**src/rtl/pal_pkg.sv**
```systemverilog
// ----------------------------------------------------------------------------
// pal_pkg
// Shared widths, operation codes and controller/datapath handshake structs
// for the positional array list.
// ----------------------------------------------------------------------------
`default_nettype none

package pal_pkg;

  // field widths of the channel payloads
  localparam int unsigned OP_W   = 2;
  localparam int unsigned POS_W  = 10;
  localparam int unsigned VAL_W  = 32;
  localparam int unsigned FIDX_W = 9;
  localparam int unsigned LEN_W  = 10;

  // default list capacity
  localparam int unsigned MAX_LEN_DEF = 512;

  // operation codes
  localparam logic [OP_W-1:0] OP_INSERT = 2'd0;
  localparam logic [OP_W-1:0] OP_DELETE = 2'd1;
  localparam logic [OP_W-1:0] OP_GET    = 2'd2;
  localparam logic [OP_W-1:0] OP_FIND   = 2'd3;

  // commands from the controller to the datapath
  typedef struct packed {
    logic load;       // latch the incoming item
    logic rd_pos;     // read the entry at the requested position
    logic cap_rd;     // capture the read entry as the result word
    logic scan_init;  // set up the read pointer and remaining count
    logic step;       // scan step: read next, write or compare previous
    logic finish;     // close an insert or delete, update the length
    logic found;      // record a find hit
    logic emit;       // move the result into the output register
  } cmd_t;

  // status from the datapath to the controller
  typedef struct packed {
    logic            refuse;    // request is out of range, or an insert into a full list
    logic            busy;      // reads left or a read still in flight
    logic            hit;       // entry in flight matches the search value
    logic            out_busy;  // output register holds an untaken result
    logic [OP_W-1:0] op;        // latched operation
  } sts_t;

endpackage

`default_nettype wire

```
**src/rtl/pal_ctrl.sv**
```systemverilog
// ----------------------------------------------------------------------------
// pal_ctrl
// Controller: takes one item at a time, sequences the position read, the
// shift or search scan, and the hand-over to the output register.
// ----------------------------------------------------------------------------
`default_nettype none

module pal_ctrl (
  input  logic          clk,
  input  logic          rst_n,
  input  logic          in_valid,
  output logic          in_ready,
  input  pal_pkg::sts_t sts,
  output pal_pkg::cmd_t cmd
);
  import pal_pkg::*;

  localparam logic [2:0] S_IDLE   = 3'd0;
  localparam logic [2:0] S_DECIDE = 3'd1;
  localparam logic [2:0] S_RDWAIT = 3'd2;
  localparam logic [2:0] S_SHIFT  = 3'd3;
  localparam logic [2:0] S_SCAN   = 3'd4;
  localparam logic [2:0] S_RESP   = 3'd5;

  logic [2:0] state_r, state_nxt;

  assign in_ready = (state_r == S_IDLE);

  // next state and commands
  always_comb begin
    state_nxt = state_r;
    cmd       = '0;
    case (state_r)
      S_IDLE: begin
        if (in_valid) begin
          cmd.load  = 1'b1;
          state_nxt = S_DECIDE;
        end
      end
      S_DECIDE: begin
        if (sts.refuse) begin
          state_nxt = S_RESP;
        end else begin
          case (sts.op)
            OP_INSERT: begin
              cmd.scan_init = 1'b1;
              state_nxt     = S_SHIFT;
            end
            OP_FIND: begin
              cmd.scan_init = 1'b1;
              state_nxt     = S_SCAN;
            end
            default: begin
              cmd.rd_pos = 1'b1;
              state_nxt  = S_RDWAIT;
            end
          endcase
        end
      end
      S_RDWAIT: begin
        cmd.cap_rd = 1'b1;
        if (sts.op == OP_DELETE) begin
          cmd.scan_init = 1'b1;
          state_nxt     = S_SHIFT;
        end else begin
          state_nxt = S_RESP;
        end
      end
      S_SHIFT: begin
        if (sts.busy) begin
          cmd.step = 1'b1;
        end else begin
          cmd.finish = 1'b1;
          state_nxt  = S_RESP;
        end
      end
      S_SCAN: begin
        if (sts.hit) begin
          cmd.found = 1'b1;
          state_nxt = S_RESP;
        end else if (sts.busy) begin
          cmd.step = 1'b1;
        end else begin
          state_nxt = S_RESP;
        end
      end
      S_RESP: begin
        if (!sts.out_busy) begin
          cmd.emit  = 1'b1;
          state_nxt = S_IDLE;
        end
      end
      default: begin
        state_nxt = S_IDLE;
      end
    endcase
  end

  // state register
  always_ff @(posedge clk) begin
    if (!rst_n) begin
      state_r <= S_IDLE;
    end else begin
      state_r <= state_nxt;
    end
  end

endmodule

`default_nettype wire

```
**config.mk**
```make
export PLATFORM = sky130hd
export DESIGN_NAME = pal_ctrl
export DESIGN_NICKNAME = d
export VERILOG_FILES = /design/src/rtl/pal_pkg.sv /design/src/rtl/pal_ctrl.sv
export SDC_FILE = /design/constraint.sdc
export NUM_CORES = 1
export LEC_CHECK = 0
export BUFFER_PORTS_ARGS = -buffer_cell sky130_fd_sc_hd__buf_2
export CAP_MARGIN = 30
export CORE_AREA = 2 2 39 41
export CTS_BUF_LIST = sky130_fd_sc_hd__clkbuf_8
export DETAILED_ROUTE_END_ITERATION = 7
export DIE_AREA = 0 0 41 43
export GPL_TIMING_DRIVEN = 0
export PLACE_DENSITY = 0.5
export SYNTH_ARGS = -nofsm -noshare
export SYNTH_HDL_FRONTEND = slang
export SYNTH_SLANG_ARGS = --single-unit
```
**constraint.sdc**
```tcl
create_clock -name clk -period 1.3 [get_ports clk]
set_input_delay 0.13 -clock clk [delete_from_list [all_inputs] [get_ports clk]]
set_output_delay 0.13 -clock clk [all_outputs]
set_load 0.01 [all_outputs]
```
==> metrics.log <==
INFO  metric leakagePower = 0.2817 nW
INFO  metric worst_skew_pair.late_latency = 210 ps
INFO  metric crit_path_max_incr_delay = 320 ps
INFO  metric max_freq = 0.7777 GHz
INFO  metric seq_area_frac_synth = 0.1702
INFO  metric post_layout_nonfiller_instances = 86
INFO  metric placement_cell_area = 457.9 µm²
INFO  metric floorplan.initialDensity = 0.2550
INFO  metric detail_route.drc_violations = 0
INFO  metric grt_pass1_wl = 1297 µm
INFO  metric maxSlewViolCount = 0
INFO  metric regMostFlops = state_r
INFO  metric count_of_flip_flops_with_a_built_in_enable_after_synthesis = 0
INFO  metric via_count_of_the_first_global_routing_pass = 314
INFO  metric mappedNetlistArea = 352.8 µm²
INFO  metric worst_slew_pin_slew = 220.6 ps
INFO  metric design_area = 535.5 µm²
INFO  metric fill_cells = 147
INFO  metric grt_start_max_net_pins = 11
INFO  metric yosys.area.top_type_share = 0.1702
INFO  metric first_iter_violations = 8
INFO  metric routed_wire_length_per_instance = 9.500 µm
INFO  metric cts_max_path_buffers = 2
INFO  metric die_h = 43 µm
INFO  metric clock_skew = 3.331 ps
INFO  metric layout.core_utilization = 0.3870
INFO  metric share_of_final_layout_standard_cells_stronger_than_drive_strength_1 = 0.4714
INFO  metric detail_route.vias_per_cell = 4.570
INFO  metric num_vias = 393
INFO  metric final_antenna_violating_net_count = 0
INFO  metric area_growth_syn_to_layout = 51.77%
INFO  metric p_total = 0.6124 mW
INFO  metric grt_antenna_before_repair = 0
INFO  metric ir_drop_worst_case_vdd = 0.0006419 V
INFO  metric largest_register_ffs = 3
INFO  metric ctsRootBufferMaster = sky130_fd_sc_hd__clkbuf_8
INFO  metric ys_warn_count = 0
INFO  metric cp-end-kind = primary output
INFO  metric timing.critical_path.max_delay_family = flip-flops
INFO  metric die-width = 41 µm
INFO  metric buffer_ports.inserted = 17
INFO  metric report.final.hold_viol_count = 0
INFO  metric whs = 149.7 ps
INFO  metric insertedDiodeCount = 0
INFO  metric netlist_top_cells_area = sky130_fd_sc_hd__dfxtp_1, sky130_fd_sc_hd__ha_1, sky130_fd_sc_hd__buf_6
INFO  metric outcome = complete, no violations
INFO  metric cts_sinks = 3
INFO  metric worst_setup_path_start_kind = register
INFO  metric crit_path_cell_trace = buf_6 -> nor2b_4 -> nand2_1 -> a21oi_1 -> buf_2
INFO  metric routabilityCongestion = 0.6827
INFO  metric synth-seq-cells = 3
INFO  metric grt_setup_unrepaired = yes
INFO  metric drt-pass1-iter-count = 2
INFO  metric asyncSetResetFlopFracSynth = 0
INFO  metric dieArea = 1763 µm²
INFO  metric htree_num_levels = 1
INFO  metric cell_count_post_placement = 79
INFO  metric slowest_stage = sky130_fd_sc_hd__dfxtp_2
INFO  metric post_synth_inst_count = 46
INFO  metric postCtsHoldBufs = 0
INFO  metric cts.clk_slew.worst_paths = 30 ps
INFO  metric maxSlewHeadroom = 0.8516
INFO  metric timing.max_cap.violations = 0
INFO  metric tritoncts = yes
INFO  metric cp_max_fo = 6
INFO  metric biggestRegsByFlops = state_r x3
INFO  metric crit_arrival = 1160 ps
INFO  metric power_per_cell_area = 1144 nW/µm²
INFO  metric globalRoute.totalOverflow = 0
INFO  metric top_level_ports = 18
INFO  metric ys_dominant_reg_cell = sky130_fd_sc_hd__dfxtp_1
INFO  metric crit_buf_inv = 2
INFO  metric hpwlAfterDp = 578.7 µm
INFO  metric rows = 14
INFO  metric drt_wl_total = 817 µm
INFO  metric cts_made_buffers = 3
INFO  metric synthesis.area_per_instance = 7.670 µm²
INFO  metric min_period_over_period = 0.9891
INFO  metric synthesis.nets = 58
INFO  metric setup.worst_path.class = register to primary output
INFO  metric setup_violations = 0
INFO  metric core_area = 1384 µm²
INFO  metric hold_class = primary input to register
INFO  metric gr-usage-all-layers = 0.1073
INFO  metric post-route-min-period = 1286 ps
INFO  metric ys_types = 28
INFO  metric post-synth-top-area-cell = sky130_fd_sc_hd__dfxtp_1
INFO  metric layout.nets = 83
INFO  metric required = 1170 ps
logic make-up (layout without fill, tap and decap cells):
family,Yosys count,in the layout,share of synthesized area
adder cells (fa/ha/maj),3,3,0.1064
flip-flops,3,3,0.1702
buffers and inverters,6,30,0.1064
multiplexers,1,1,0.03191
AND/OR/NAND/NOR,24,24,0.4149
AO/OA/AOI/OAI,9,9,0.1702
cells in the mapped netlist, types with 2 or more instances:
cell                       n
sky130_fd_sc_hd__nor2_1    6
sky130_fd_sc_hd__inv_1     3
sky130_fd_sc_hd__ha_1      3
sky130_fd_sc_hd__nand3b_1  3
sky130_fd_sc_hd__nand2_1   2
sky130_fd_sc_hd__buf_6     2
sky130_fd_sc_hd__a21oi_1   3
sky130_fd_sc_hd__dfxtp_1   3
sky130_fd_sc_hd__nor3b_1   2
through the flow:
step           TNS, ps  setup slack (ps)
3_3_place_gp         0             41.03
4_1_cts         -6.170            -6.170
2_1_floorplan        0             137.4
6_report             0             14.17
5_1_grt         -207.5            -74.98
3_5_place_dp         0             44.62
worst paths after layout:
check	from	endpoint	slack, ps	cells after the start
worst max register to register	state_r[0]$_SDFFE_PN0P_	state_r[1]$_SDFFE_PN0P_	100	5
worst max-delay path	state_r[0]$_SDFFE_PN0P_	cmd[4]	10	5
worst min-delay path	rst_n	state_r[2]$_SDFFE_PN0P_	150	2
worst min register to register	state_r[2]$_SDFFE_PN0P_	state_r[1]$_SDFFE_PN0P_	630	2
worst reg2reg max path, stage by stage (launching register included):
cell	delay [ps]
sky130_fd_sc_hd__dfxtp_2	320
sky130_fd_sc_hd__buf_6	110
sky130_fd_sc_hd__buf_4	100
sky130_fd_sc_hd__mux2_2	330
sky130_fd_sc_hd__a22oi_1	140
sky130_fd_sc_hd__nor3b_1	70
placed cells by master (no fill, tap or decap):
cell,netlist,routed
sky130_fd_sc_hd__ha_1,3,3
sky130_fd_sc_hd__clkbuf_8,0,4
sky130_fd_sc_hd__dfxtp_2,0,2
sky130_fd_sc_hd__buf_4,0,2
sky130_fd_sc_hd__nand2_1,2,2
sky130_fd_sc_hd__and3_1,1,1
sky130_fd_sc_hd__or2b_1,1,1
sky130_fd_sc_hd__inv_1,3,4
sky130_fd_sc_hd__and2_1,1,1
sky130_fd_sc_hd__nand2b_1,1,1
sky130_fd_sc_hd__dfxtp_1,3,1
sky130_fd_sc_hd__buf_6,2,2
sky130_fd_sc_hd__a21boi_2,1,1
sky130_fd_sc_hd__buf_2,0,18
sky130_fd_sc_hd__nand3b_1,3,3
sky130_fd_sc_hd__a211o_1,1,1
sky130_fd_sc_hd__nor3b_1,2,2
sky130_fd_sc_hd__nor2_1,6,6
sky130_fd_sc_hd__nor3_1,1,1
sky130_fd_sc_hd__nor2b_4,1,1
sky130_fd_sc_hd__mux2_2,1,1
sky130_fd_sc_hd__a22oi_1,1,1
sky130_fd_sc_hd__o21ai_1,1,1
sky130_fd_sc_hd__a21oi_1,3,3
sky130_fd_sc_hd__o21a_1,1,1
sky130_fd_sc_hd__nand3_1,1,1
sky130_fd_sc_hd__nor2_2,1,1
sky130_fd_sc_hd__o21ai_0,1,1
sky130_fd_sc_hd__and3_2,1,1
sky130_fd_sc_hd__nor4_1,1,1
sky130_fd_sc_hd__or3b_1,1,1
metal layers:
metal,GRT usage,vias to the layer above,wire (µm)
li1,-,205,-
met5,0,-,0
met1,0.1506,172,383
met3,0.04712,0,84
met2,0.1500,16,349
met4,0.02000,0,0
power breakdown:
| part | internal [mW] | switching, mW | total, mW |
|---|---|---|---|
| registers | 0.107 | 0.0108 | 0.118 |
| logic | 0.127 | 0.108 | 0.235 |
| clock network | 0.201 | 0.0586 | 0.259 |
| total | 0.435 | 0.177 | 0.612 |
layout make-up:
| class | instances | area (µm²) | share of cell area |
|---|---|---|---|
| inverter | 3 | 11.26 | 0.02103 |
| timing repair buffer | 20 | 105.1 | 0.1963 |
| buffer | 3 | 36.28 | 0.06776 |
| clock buffer | 3 | 41.29 | 0.07710 |
| clock inverter | 1 | 3.754 | 0.007009 |
| multi-input combinational | 37 | 255.2 | 0.4766 |
| sequential | 3 | 62.56 | 0.1168 |
| tap | 16 | 20.02 | 0.03738 |
timing repair:
item | CTS | global route
setup endpoints to repair | 8 | 7
gates cloned | 1 | 0
buffers inserted | 1 | 1
hold endpoints to repair | 0 | 0
pin swaps | 2 | 1
gates resized for setup | 5 | 0
No activity file was read; power rests on OpenSTA's default activity.
